### src/psts_pkg.sv
// Shared types and constants for the price series trend statistics block.
// No dependencies; imported by every module under src.
package psts_pkg;

    localparam int PRICE_W = 24;
    localparam int NET_W   = 25;
    localparam int SUM_W   = 27;
    localparam int WIN_W   = 3;
    localparam int DAYO_W  = 3;
    localparam int TREND_W = 3;
    localparam int QUAL_W  = 2;

    localparam int ADDR_W = 3;
    localparam int DATA_W = 32;

    localparam logic [WIN_W-1:0] WIN_RESET = 3'd7;

    // Register index, taken from paddr[2] (word address)
    localparam logic REG_WINDOW_LEN = 1'b0;

    localparam int QUEUE_DEPTH = 2;
    localparam int QPTR_W      = $clog2(QUEUE_DEPTH);
    localparam int QCNT_W      = QPTR_W + 1;

    typedef enum logic [TREND_W-1:0] {
        TREND_STRONG_UP   = 3'd0,
        TREND_STRONG_DOWN = 3'd1,
        TREND_FLAT        = 3'd2,
        TREND_OVERALL_UP  = 3'd3,
        TREND_OVERALL_DN  = 3'd4,
        TREND_MIXED       = 3'd5
    } trend_t;

    typedef enum logic [QUAL_W-1:0] {
        QUAL_GOOD  = 2'd0,
        QUAL_BAD   = 2'd1,
        QUAL_MIXED = 2'd2
    } quality_t;

    // One finished series, handed from the front end to the divider
    typedef struct packed {
        trend_t               trend;
        quality_t             quality;
        logic [NET_W-1:0]     net;
        logic [PRICE_W-1:0]   profit;
        logic [DAYO_W-1:0]    buy_day;
        logic [DAYO_W-1:0]    exit_day;
        logic                 has_profit;
        logic [SUM_W-1:0]     wsum;
        logic [WIN_W-1:0]     divisor;
    } job_t;

    typedef struct packed {
        logic full;
        logic empty;
    } q_stat_t;

endpackage

### src/price_series_trend_stats.sv
// Result path: with the back end idle, the closing sample of a series is pushed into
// the job queue and popped in ST_IDLE, going straight to ST_DONE (result_valid)
// when window_len is 0, else after 27 ST_RUN steps (one quotient bit per cycle).
// Throughput: one sample beat per cycle; the back end takes one series at a time, so
// with short series the closing beat stalls once the two-entry job queue is full.
// Reset (rst_n, async, active low) clears the day counter, statistics, queue
// pointers and back-end state; window_len resets to 7.
// Top level of the price series trend statistics block.
// Depends on psts_pkg, psts_front, psts_queue and psts_back.
module price_series_trend_stats #(
    parameter int SERIES_LEN = 7
) (
    input  logic                          clk,
    input  logic                          rst_n,
    // APB-style configuration port
    input  logic                          psel,
    input  logic                          penable,
    input  logic                          pwrite,
    input  logic [psts_pkg::ADDR_W-1:0]   paddr,
    input  logic [psts_pkg::DATA_W-1:0]   pwdata,
    output logic [psts_pkg::DATA_W-1:0]   prdata,
    output logic                          pready,
    // Sample channel
    input  logic                          sample_valid,
    output logic                          sample_ready,
    input  logic [psts_pkg::PRICE_W-1:0]  price_sample,
    // Result channel
    output logic                          result_valid,
    input  logic                          result_ready,
    output logic [psts_pkg::TREND_W-1:0]  trend_class,
    output logic [psts_pkg::QUAL_W-1:0]   quality_class,
    output logic [psts_pkg::NET_W-1:0]    net_change,
    output logic [psts_pkg::PRICE_W-1:0]  max_profit,
    output logic [psts_pkg::DAYO_W-1:0]   buy_day,
    output logic [psts_pkg::DAYO_W-1:0]   exit_day,
    output logic                          has_profit,
    output logic [psts_pkg::PRICE_W-1:0]  moving_avg
);
    import psts_pkg::*;

    logic [WIN_W-1:0] window_len_reg;
    logic             cfg_write;
    logic             push;
    logic             pop;
    job_t             push_job;
    job_t             head_job;
    q_stat_t          q_stat;

    // Configuration: single register, word address 0, zero wait states.
    // Writes land in the access phase; other word addresses read as zero.
    assign pready    = 1'b1;
    assign cfg_write = psel && penable && pwrite && pready && (paddr[2] == REG_WINDOW_LEN);

    always_ff @(posedge clk or negedge rst_n)
    begin
        if (!rst_n)
            window_len_reg <= WIN_RESET;
        else if (cfg_write)
            window_len_reg <= pwdata[WIN_W-1:0];
    end

    assign prdata = (paddr[2] == REG_WINDOW_LEN) ? DATA_W'(window_len_reg) : '0;

    // Front end: track the series one beat per cycle and emit a job on its
    // closing beat. It only back-pressures when that job finds no queue slot.
    psts_front #(
        .SERIES_LEN (SERIES_LEN)
    ) u_front (
        .clk          (clk),
        .rst_n        (rst_n),
        .sample_valid (sample_valid),
        .sample_ready (sample_ready),
        .price_sample (price_sample),
        .window_len   (window_len_reg),
        .q_stat       (q_stat),
        .push         (push),
        .job          (push_job)
    );

    // Queue: decouple sample intake from the divide and result handshake
    psts_queue u_queue (
        .clk      (clk),
        .rst_n    (rst_n),
        .push     (push),
        .push_job (push_job),
        .pop      (pop),
        .head_job (head_job),
        .q_stat   (q_stat)
    );

    // Back end: finish the moving average and hold the result beat until taken
    psts_back u_back (
        .clk           (clk),
        .rst_n         (rst_n),
        .head_job      (head_job),
        .q_stat        (q_stat),
        .pop           (pop),
        .result_valid  (result_valid),
        .result_ready  (result_ready),
        .trend_class   (trend_class),
        .quality_class (quality_class),
        .net_change    (net_change),
        .max_profit    (max_profit),
        .buy_day       (buy_day),
        .exit_day      (exit_day),
        .has_profit    (has_profit),
        .moving_avg    (moving_avg)
    );

endmodule

### src/psts_front.sv
// Front end: accepts price beats, keeps the running series statistics and
// pushes one job per finished series into the queue. Depends on psts_pkg.
module psts_front #(
    parameter int SERIES_LEN = 7
) (
    input  logic                          clk,
    input  logic                          rst_n,
    input  logic                          sample_valid,
    output logic                          sample_ready,
    input  logic [psts_pkg::PRICE_W-1:0]  price_sample,
    input  logic [psts_pkg::WIN_W-1:0]    window_len,
    input  psts_pkg::q_stat_t             q_stat,
    output logic                          push,
    output psts_pkg::job_t                job
);
    import psts_pkg::*;

    localparam int DAY_W = (SERIES_LEN > 1) ? $clog2(SERIES_LEN) : 1;
    localparam int SW    = ((DAY_W > WIN_W) ? DAY_W : WIN_W) + 1;
    localparam int CAP   = (SERIES_LEN < 7) ? SERIES_LEN : 7;
    localparam logic [WIN_W-1:0] LEN_CAP = WIN_W'(CAP);
    localparam logic [DAY_W-1:0] LAST    = DAY_W'(SERIES_LEN - 1);
    localparam logic [SW-1:0]    LEN_SW  = SW'(SERIES_LEN);

    logic [DAY_W-1:0]   day_reg, day_next;
    logic [PRICE_W-1:0] first_reg, first_next;
    logic [PRICE_W-1:0] prev_reg;
    logic [DAY_W-1:0]   up_reg, up_next;
    logic [DAY_W-1:0]   down_reg, down_next;
    logic [DAY_W-1:0]   eq_reg, eq_next;
    logic [PRICE_W-1:0] rmin_reg, rmin_next;
    logic [DAY_W-1:0]   rmin_day_reg, rmin_day_next;
    logic [PRICE_W-1:0] profit_reg, profit_next;
    logic [DAY_W-1:0]   buy_reg, buy_next;
    logic [DAY_W-1:0]   sell_reg, sell_next;
    logic [SUM_W-1:0]   wsum_reg, wsum_next;

    logic               accept;
    logic               is_first;
    logic               is_last;
    logic [WIN_W-1:0]   eff_win;
    logic [SW-1:0]      day_plus_win;
    logic               in_window;
    logic [PRICE_W-1:0] gain;
    logic               gain_better;
    logic [DAY_W+2:0]   buy_ext;
    logic [DAY_W+2:0]   sell_ext;
    trend_t             trend;
    quality_t           quality;

    assign is_first = (day_reg == '0);
    assign is_last  = (day_reg == LAST);

    // Stall only on the closing beat of a series when the queue has no room
    assign sample_ready = !is_last || !q_stat.full;
    assign accept       = sample_valid && sample_ready;
    assign push         = accept && is_last;

    assign eff_win      = (window_len > LEN_CAP) ? LEN_CAP : window_len;
    assign day_plus_win = SW'(day_reg) + SW'(eff_win);
    assign in_window    = (eff_win != '0) && (day_plus_win >= LEN_SW);

    assign gain        = price_sample - rmin_reg;
    assign gain_better = (price_sample > rmin_reg) && (gain > profit_reg);

    always_comb
    begin
        day_next      = is_last ? '0 : day_reg + DAY_W'(1);
        first_next    = is_first ? price_sample : first_reg;
        up_next       = '0;
        down_next     = '0;
        eq_next       = '0;
        rmin_next     = price_sample;
        rmin_day_next = '0;
        profit_next   = '0;
        buy_next      = '0;
        sell_next     = '0;
        wsum_next     = in_window ? SUM_W'(price_sample) : '0;
        if (!is_first)
        begin
            up_next   = up_reg   + DAY_W'(price_sample > prev_reg);
            down_next = down_reg + DAY_W'(price_sample < prev_reg);
            eq_next   = eq_reg   + DAY_W'(price_sample == prev_reg);
            profit_next = gain_better ? gain : profit_reg;
            buy_next    = gain_better ? rmin_day_reg : buy_reg;
            sell_next   = gain_better ? day_reg : sell_reg;
            rmin_next     = (price_sample < rmin_reg) ? price_sample : rmin_reg;
            rmin_day_next = (price_sample < rmin_reg) ? day_reg : rmin_day_reg;
            wsum_next = wsum_reg + (in_window ? SUM_W'(price_sample) : '0);
        end
    end

    always_comb
    begin
        if (up_next == LAST)
            trend = TREND_STRONG_UP;
        else if (down_next == LAST)
            trend = TREND_STRONG_DOWN;
        else if (eq_next == LAST)
            trend = TREND_FLAT;
        else if (up_next > down_next)
            trend = TREND_OVERALL_UP;
        else if (down_next > up_next)
            trend = TREND_OVERALL_DN;
        else
            trend = TREND_MIXED;

        if ((price_sample > first_reg) && (up_next > down_next))
            quality = QUAL_GOOD;
        else if ((price_sample < first_reg) && (down_next > up_next))
            quality = QUAL_BAD;
        else
            quality = QUAL_MIXED;
    end

    // Day numbers leave as their low three bits
    assign buy_ext  = {3'b000, buy_next};
    assign sell_ext = {3'b000, sell_next};

    always_comb
    begin
        job.trend      = trend;
        job.quality    = quality;
        job.net        = NET_W'(price_sample) - NET_W'(first_reg);
        job.profit     = profit_next;
        job.buy_day    = buy_ext[2:0];
        job.exit_day   = sell_ext[2:0];
        job.has_profit = (profit_next != '0);
        job.wsum       = wsum_next;
        job.divisor    = eff_win;
    end

    always_ff @(posedge clk or negedge rst_n)
    begin
        if (!rst_n)
        begin
            day_reg      <= '0;
            first_reg    <= '0;
            prev_reg     <= '0;
            up_reg       <= '0;
            down_reg     <= '0;
            eq_reg       <= '0;
            rmin_reg     <= '0;
            rmin_day_reg <= '0;
            profit_reg   <= '0;
            buy_reg      <= '0;
            sell_reg     <= '0;
            wsum_reg     <= '0;
        end
        else if (accept)
        begin
            day_reg      <= day_next;
            first_reg    <= first_next;
            prev_reg     <= price_sample;
            up_reg       <= up_next;
            down_reg     <= down_next;
            eq_reg       <= eq_next;
            rmin_reg     <= rmin_next;
            rmin_day_reg <= rmin_day_next;
            profit_reg   <= profit_next;
            buy_reg      <= buy_next;
            sell_reg     <= sell_next;
            wsum_reg     <= wsum_next;
        end
    end

    // A pushed series always wraps the day counter
    assert property (@(posedge clk) disable iff (!rst_n) push |=> (day_reg == '0))
        else $error("day counter did not wrap after series end");

    // Any recorded profit sells strictly after it buys
    assert property (@(posedge clk) disable iff (!rst_n)
        (profit_reg != '0) |-> (sell_reg > buy_reg))
        else $error("profit recorded with sell day not after buy day");

endmodule

### src/psts_queue.sv
// Short job queue between the front end and the divider back end.
// Depends on psts_pkg for job_t, q_stat_t and the depth.
module psts_queue (
    input  logic              clk,
    input  logic              rst_n,
    input  logic              push,
    input  psts_pkg::job_t    push_job,
    input  logic              pop,
    output psts_pkg::job_t    head_job,
    output psts_pkg::q_stat_t q_stat
);
    import psts_pkg::*;

    job_t              entry_reg [QUEUE_DEPTH];
    logic [QPTR_W-1:0] wr_ptr_reg, wr_ptr_next;
    logic [QPTR_W-1:0] rd_ptr_reg, rd_ptr_next;
    logic [QCNT_W-1:0] count_reg, count_next;
    logic              do_push;
    logic              do_pop;

    assign q_stat.full  = (count_reg == QCNT_W'(QUEUE_DEPTH));
    assign q_stat.empty = (count_reg == '0);
    assign do_push      = push && !q_stat.full;
    assign do_pop       = pop && !q_stat.empty;
    assign head_job     = entry_reg[rd_ptr_reg];

    always_comb
    begin
        wr_ptr_next = wr_ptr_reg;
        rd_ptr_next = rd_ptr_reg;
        if (do_push)
            wr_ptr_next = (wr_ptr_reg == QPTR_W'(QUEUE_DEPTH - 1)) ? '0
                                                                    : wr_ptr_reg + QPTR_W'(1);
        if (do_pop)
            rd_ptr_next = (rd_ptr_reg == QPTR_W'(QUEUE_DEPTH - 1)) ? '0
                                                                    : rd_ptr_reg + QPTR_W'(1);
        count_next = count_reg + QCNT_W'(do_push) - QCNT_W'(do_pop);
    end

    always_ff @(posedge clk or negedge rst_n)
    begin
        if (!rst_n)
        begin
            wr_ptr_reg <= '0;
            rd_ptr_reg <= '0;
            count_reg  <= '0;
        end
        else
        begin
            wr_ptr_reg <= wr_ptr_next;
            rd_ptr_reg <= rd_ptr_next;
            count_reg  <= count_next;
        end
    end

    always_ff @(posedge clk)
    begin
        if (do_push)
            entry_reg[wr_ptr_reg] <= push_job;
    end

endmodule

### src/psts_back.sv
// Back end: pops a job, divides the window sum by the window length one
// quotient bit per cycle and holds the result beat. Depends on psts_pkg.
module psts_back (
    input  logic                          clk,
    input  logic                          rst_n,
    input  psts_pkg::job_t                head_job,
    input  psts_pkg::q_stat_t             q_stat,
    output logic                          pop,
    output logic                          result_valid,
    input  logic                          result_ready,
    output logic [psts_pkg::TREND_W-1:0]  trend_class,
    output logic [psts_pkg::QUAL_W-1:0]   quality_class,
    output logic [psts_pkg::NET_W-1:0]    net_change,
    output logic [psts_pkg::PRICE_W-1:0]  max_profit,
    output logic [psts_pkg::DAYO_W-1:0]   buy_day,
    output logic [psts_pkg::DAYO_W-1:0]   exit_day,
    output logic                          has_profit,
    output logic [psts_pkg::PRICE_W-1:0]  moving_avg
);
    import psts_pkg::*;

    localparam int CNT_W = $clog2(SUM_W);

    typedef enum logic [2:0] {
        ST_IDLE = 3'b001,
        ST_RUN  = 3'b010,
        ST_DONE = 3'b100
    } state_t;

    state_t             state_reg, state_next;
    logic [CNT_W-1:0]   cnt_reg, cnt_next;
    logic [SUM_W-1:0]   quo_reg, quo_next;
    logic [WIN_W-1:0]   rem_reg, rem_next;
    logic [WIN_W-1:0]   div_reg, div_next;
    job_t               job_reg, job_next;
    logic [WIN_W:0]     trial;
    logic               fits;

    assign pop = (state_reg == ST_IDLE) && !q_stat.empty;

    // One restoring step: bring down the next dividend bit
    assign trial = {rem_reg, quo_reg[SUM_W-1]};
    assign fits  = (trial >= {1'b0, div_reg});

    always_comb
    begin
        state_next = state_reg;
        cnt_next   = cnt_reg;
        quo_next   = quo_reg;
        rem_next   = rem_reg;
        div_next   = div_reg;
        job_next   = job_reg;
        case (state_reg)
            ST_IDLE:
            begin
                if (pop)
                begin
                    job_next = head_job;
                    div_next = head_job.divisor;
                    rem_next = '0;
                    cnt_next = CNT_W'(SUM_W - 1);
                    if (head_job.divisor == '0)
                    begin
                        quo_next   = '0;
                        state_next = ST_DONE;
                    end
                    else
                    begin
                        quo_next   = head_job.wsum;
                        state_next = ST_RUN;
                    end
                end
            end
            ST_RUN:
            begin
                rem_next = fits ? WIN_W'(trial - {1'b0, div_reg}) : trial[WIN_W-1:0];
                quo_next = {quo_reg[SUM_W-2:0], fits};
                cnt_next = cnt_reg - CNT_W'(1);
                if (cnt_reg == '0)
                    state_next = ST_DONE;
            end
            ST_DONE:
            begin
                if (result_ready)
                    state_next = ST_IDLE;
            end
            default:
            begin
                state_next = ST_IDLE;
            end
        endcase
    end

    always_ff @(posedge clk or negedge rst_n)
    begin
        if (!rst_n)
            state_reg <= ST_IDLE;
        else
            state_reg <= state_next;
    end

    always_ff @(posedge clk)
    begin
        cnt_reg <= cnt_next;
        quo_reg <= quo_next;
        rem_reg <= rem_next;
        div_reg <= div_next;
        job_reg <= job_next;
    end

    assign result_valid  = (state_reg == ST_DONE);
    assign trend_class   = job_reg.trend;
    assign quality_class = job_reg.quality;
    assign net_change    = job_reg.net;
    assign max_profit    = job_reg.profit;
    assign buy_day       = job_reg.buy_day;
    assign exit_day      = job_reg.exit_day;
    assign has_profit    = job_reg.has_profit;
    assign moving_avg    = quo_reg[PRICE_W-1:0];

    // Partial remainder stays below the divisor through every step
    assert property (@(posedge clk) disable iff (!rst_n)
        (state_reg == ST_RUN) |-> (rem_reg < div_reg))
        else $error("divider remainder out of range");

    // A popped job always starts a division or goes straight to the result
    assert property (@(posedge clk) disable iff (!rst_n)
        pop |=> (state_reg == ST_RUN || state_reg == ST_DONE))
        else $error("popped job was dropped");

endmodule

### config.mk
export PLATFORM = sky130hd
export DESIGN_NAME = price_series_trend_stats
export DESIGN_NICKNAME = d
export VERILOG_FILES = /design/src/psts_pkg.sv /design/src/price_series_trend_stats.sv /design/src/psts_front.sv /design/src/psts_queue.sv /design/src/psts_back.sv
export SDC_FILE = /design/constraint.sdc
export NUM_CORES = 1
export LEC_CHECK = 0
export BUFFER_PORTS_ARGS = -buffer_cell sky130_fd_sc_hd__buf_2
export CAP_MARGIN = 10
export CORE_MARGIN = 1.5
export CORE_UTILIZATION = 60
export DETAILED_ROUTE_END_ITERATION = 12
export PLACE_DENSITY = 0.8
export SETUP_SLACK_MARGIN = 0.1
export SLEW_MARGIN = 20
export SYNTH_ARGS = -nofsm -noshare
export SYNTH_HDL_FRONTEND = slang
export SYNTH_HIERARCHICAL = 1
export SYNTH_SLANG_ARGS = --single-unit
### constraint.sdc
create_clock -name clk -period 13.1 [get_ports clk]
set_input_delay 2.62 -clock clk [delete_from_list [all_inputs] [get_ports clk]]
set_output_delay 2.62 -clock clk [all_outputs]
set_load 0.05 [all_outputs]
==> flow_summary.toml <==
[timing]
max_slew_margin_pct = 38.5
timing.final.ws_setup_ns = 4.98
fin_crit_sh_pct = 62.0
fin_worst_skew_ns = 0.0167
period_minus_slack_ns = 8.12
timing.hold.ws_ns = 0.478
report.final.setup_viol = 0
final_hold_viol_count = 0
worstMarginPinSlew_ns = 0.922
drv_slew = 0
aggregate_negative_setup_slack_ns = 0
fmax_ghz = 0.123
setup_repair_after_global_routing_missed_its_margin = "false"

[power]
clock_power_share_pct = 17.4
internal-power_mw = 4.19
combPwrFrac_pct = 50.6
part_of_the_total_power_dissipated_in_sequential_elements_pct = 32.1
power_density_mw_per_mm2 = 289
worst_ir_drop_vdd_mv = 0.168
cellLeakagePower_nw = 10.8
post-layout-total-power_mw = 7.30
sw_ratio_pct = 42.6
power.switching_mw = 3.11

[routing]
route.met2.wl_mm = 22.7
wl_met1_mm = 20.3
routed_wl_mm = 47.2
avgRoutedWirePerCell_um = 18.0
top_layer_used = "met5"
post_drt_via_cell_ratio = 5.81
detailedRoute.firstIterationViolations = 1025
drt_first_pass_iters = 5
postRouteAntennaNets = 0
remaining_drc_errors = 0
met3RoutedLength_mm = 2.58
via_count = 15192

[clock_tree]
clock_insertion_delay_worst_skew_ns = 0.58
tritoncts = "built"
cts_repair_resize_count = 0
clock_tree.htree_level_count = 2
post_cts.repair.setup_buffers = 0
postCtsHoldBufs = 0
clockRootBuffer = "clkbuf_16"
clk_pin_slew_worst_setup_hold_paths_ns = 0.06
tritoncts_num_sinks = 435
cts.path.max_buffers = 3
cts_made_buffers = 45

[setup_path]
timing.critical_path.fanout_max = 16
arrival_ns = 8.42
length_in_cells_of_the_worst_reg_to_reg_path = 20
crit_path_end_kind = "flop"
crit_path_required_time_ns = 13.41
kind_of_critical_path = "in2reg"
setup.worst_path.start_class = "primary input"

[min_path]
min_path_cells = 2
worst_hold_path_type = "reg2reg"

[synthesis]
synth-adder-area-share_pct = 7.96
synth.cell_area_sq_mm = 0.0231
post_synth_xor_area_fraction_pct = 2.35
synthArstFlopShare_pct = 35.4
yosys.area_share.simple_pct = 10.4
synth.ff_latch_count = 435
synth-seq-area-share_pct = 53.2
synth_largest_area_cell = "edfxtp_1"
post_synth_mux_area_share_pct = 8.47
compound_gate_portion_of_the_synthesized_area_pct = 11.8
post_synth_main_area_contributors = "edfxtp_1 37%, dfrtp_1 16%, ha_1 7.5%"
ys_dominant_reg_cell = "edfxtp_1"
synth_most_common_cell = "edfxtp_1"
number_of_enable_flip_flop_cells_after_synthesis = 281
synth_top_family_by_area = "compound AO/OA/AOI/OAI gates"
syn-instance-count = 1978
netlist.area_leader.share_pct = 36.5
synth_area_per_cell_sq_um = 11.7
yosysWarnings = 6
yosys-top-cells-count = "281 x edfxtp_1, 191 x nand2_1, 150 x dfrtp_1"
synthDistinctLibCells = 79

[layout]
fill_cell_instance_count_of_the_final_layout = 2711
layoutNonFillerInstCount = 2617
layout.nets = 2278
drive_gt1_share_pct = 18.2
area_growth_syn_to_layout_pct = 9.49
flip_flop_count_of_the_largest_register_all_copies_and_words_added = 182

[floorplanning]
num_io_pins = 186
fp-row-count = 71
chipHeight_um = 199
design.die.area_sq_mm = 0.0397
die_width_um = 199
initial_utilization_pct = 61.2
area_inside_the_core_boundary_sq_mm = 0.0378

[global_route]
grt_pass1_wl_mm = 76.2
largest_net_degree_at_the_start_of_global_routing = 90
antenna_found_initial = 4
track_usage_pct = 24.4
number_of_global_route_vias_before_repair = 15034
global_route.overflow_total = 0

[placed_design]
post_placement_worst_setup_slack_ns = 4.48
gp_congestion = 0.896
io_buffer_count = 124
post_detail_place_hpwl_mm = 33.0
place_inst = 2532

[outcome]
run_status = "completed"

[flow_run]
max_cap_violations = 0
## power groups by stage
stage                     Combinational, mW  Sequential (mW)  Clock [mW]
after floorplan                        2.63             2.61           0
final                                  3.69             2.34        1.27
after detailed placement               3.65             2.37           0
after CTS                              3.67             2.34        1.29
after global routing                   4.04             2.39        1.35
after global placement                 3.50             2.35           0
## kinds of logic after synthesis
| group | count (synthesis) |
|---|---|
| multiplexers | 147 |
| flip-flops | 435 |
| XOR/XNOR | 62 |
| AO/OA/AOI/OAI | 420 |
| AND/OR/NAND/NOR | 504 |
| buffers and inverters | 264 |
| adder cells (fa/ha/maj) | 144 |
| other | 2 |
## per-stage QoR
step	cell area [sq um]	util [%]
after floorplan	23200	-
after global placement	23800	63.1
after detailed placement	23800	63.1
after CTS	25300	67.0
after global routing	25300	67.0
final	25300	67.0
## placed cells by master (no fill, tap or decap), types with 9 or more instances in the layout
| cell | instances |
|---|---|
| ha_1 | 139 |
| a31oi_1 | 12 |
| nand2b_1 | 14 |
| a211o_1 | 9 |
| clkinv_2 | 9 |
| o21a_1 | 22 |
| nand4_1 | 22 |
| nand2_1 | 190 |
| inv_1 | 138 |
| o31ai_1 | 30 |
| buf_4 | 17 |
| o21ai_0 | 118 |
| edfxtp_1 | 281 |
| nor3_1 | 24 |
| buf_2 | 123 |
| clkbuf_1 | 10 |
| mux2i_1 | 9 |
| xnor2_1 | 45 |
| nor2_1 | 126 |
| xor2_1 | 17 |
| nor2b_1 | 20 |
| mux2_4 | 83 |
| nand3_1 | 17 |
| and2_1 | 23 |
| conb_1 | 30 |
| a211oi_1 | 14 |
| dfrtp_1 | 149 |
| a21oi_1 | 95 |
| a22o_1 | 29 |
| mux2_2 | 54 |
| clkbuf_16 | 48 |
| a21o_1 | 37 |
## layout make-up
cell class / count / area (sq um) / share of cell area, %
Clock inverter: 24 / 203 / 0.801
Tap cell: 511 / 639 / 2.53
Antenna cell: 1 / 2.50 / 0.00989
Inverter: 138 / 518 / 2.05
Multi-Input combinational cell: 1307 / 9610 / 38.0
Timing Repair Buffer: 141 / 754 / 2.98
Clock buffer: 60 / 1270 / 5.01
Sequential cell: 435 / 12300 / 48.6
## worst max-delay path, stage by stage
cell      delay, ns
buf_2          0.16
ha_1           0.30
or4_1          0.52
o32a_1         0.39
a221o_1        0.41
a21o_1         0.21
a21o_1         0.20
o41ai_4        0.40
xnor2_1        0.13
ha_1           0.31
nand4_1        0.10
or2_2          0.32
o21ai_0        0.25
a211o_1        0.27
nand2_1        0.51
o41a_1         0.63
a21oi_1        0.14
o211ai_1       0.11
or3_1          0.41
## path summary, 6_finish.rpt
| path | from | slack [ns] | endpoint |
|---|---|---|---|
| min reg2reg | u_front/eq_reg[0] | 0.48 | u_front/eq_reg[0] |
| max in group asynchronous | rst_n | 9.47 | u_queue/rd_ptr_reg |
| max | price_sample[3] | 4.98 | u_queue/entry_reg[1][30] |
| max reg2reg | u_front/rmin_reg[1] | 6.78 | u_queue/entry_reg[1][30] |
| min | u_front/eq_reg[0] | 0.48 | u_front/eq_reg[0] |
| min in group asynchronous | rst_n | 2.10 | u_front/first_reg[23] |
## routing by layer
metal / vias to the layer above / track usage [%]
met5: - / 0
met2: 422 / 40.1
met3: 89 / 4.83
met4: 6 / 9.65
li1: 7248 / -
met1: 7427 / 31.9
No activity file was read; power rests on OpenSTA's default activity.
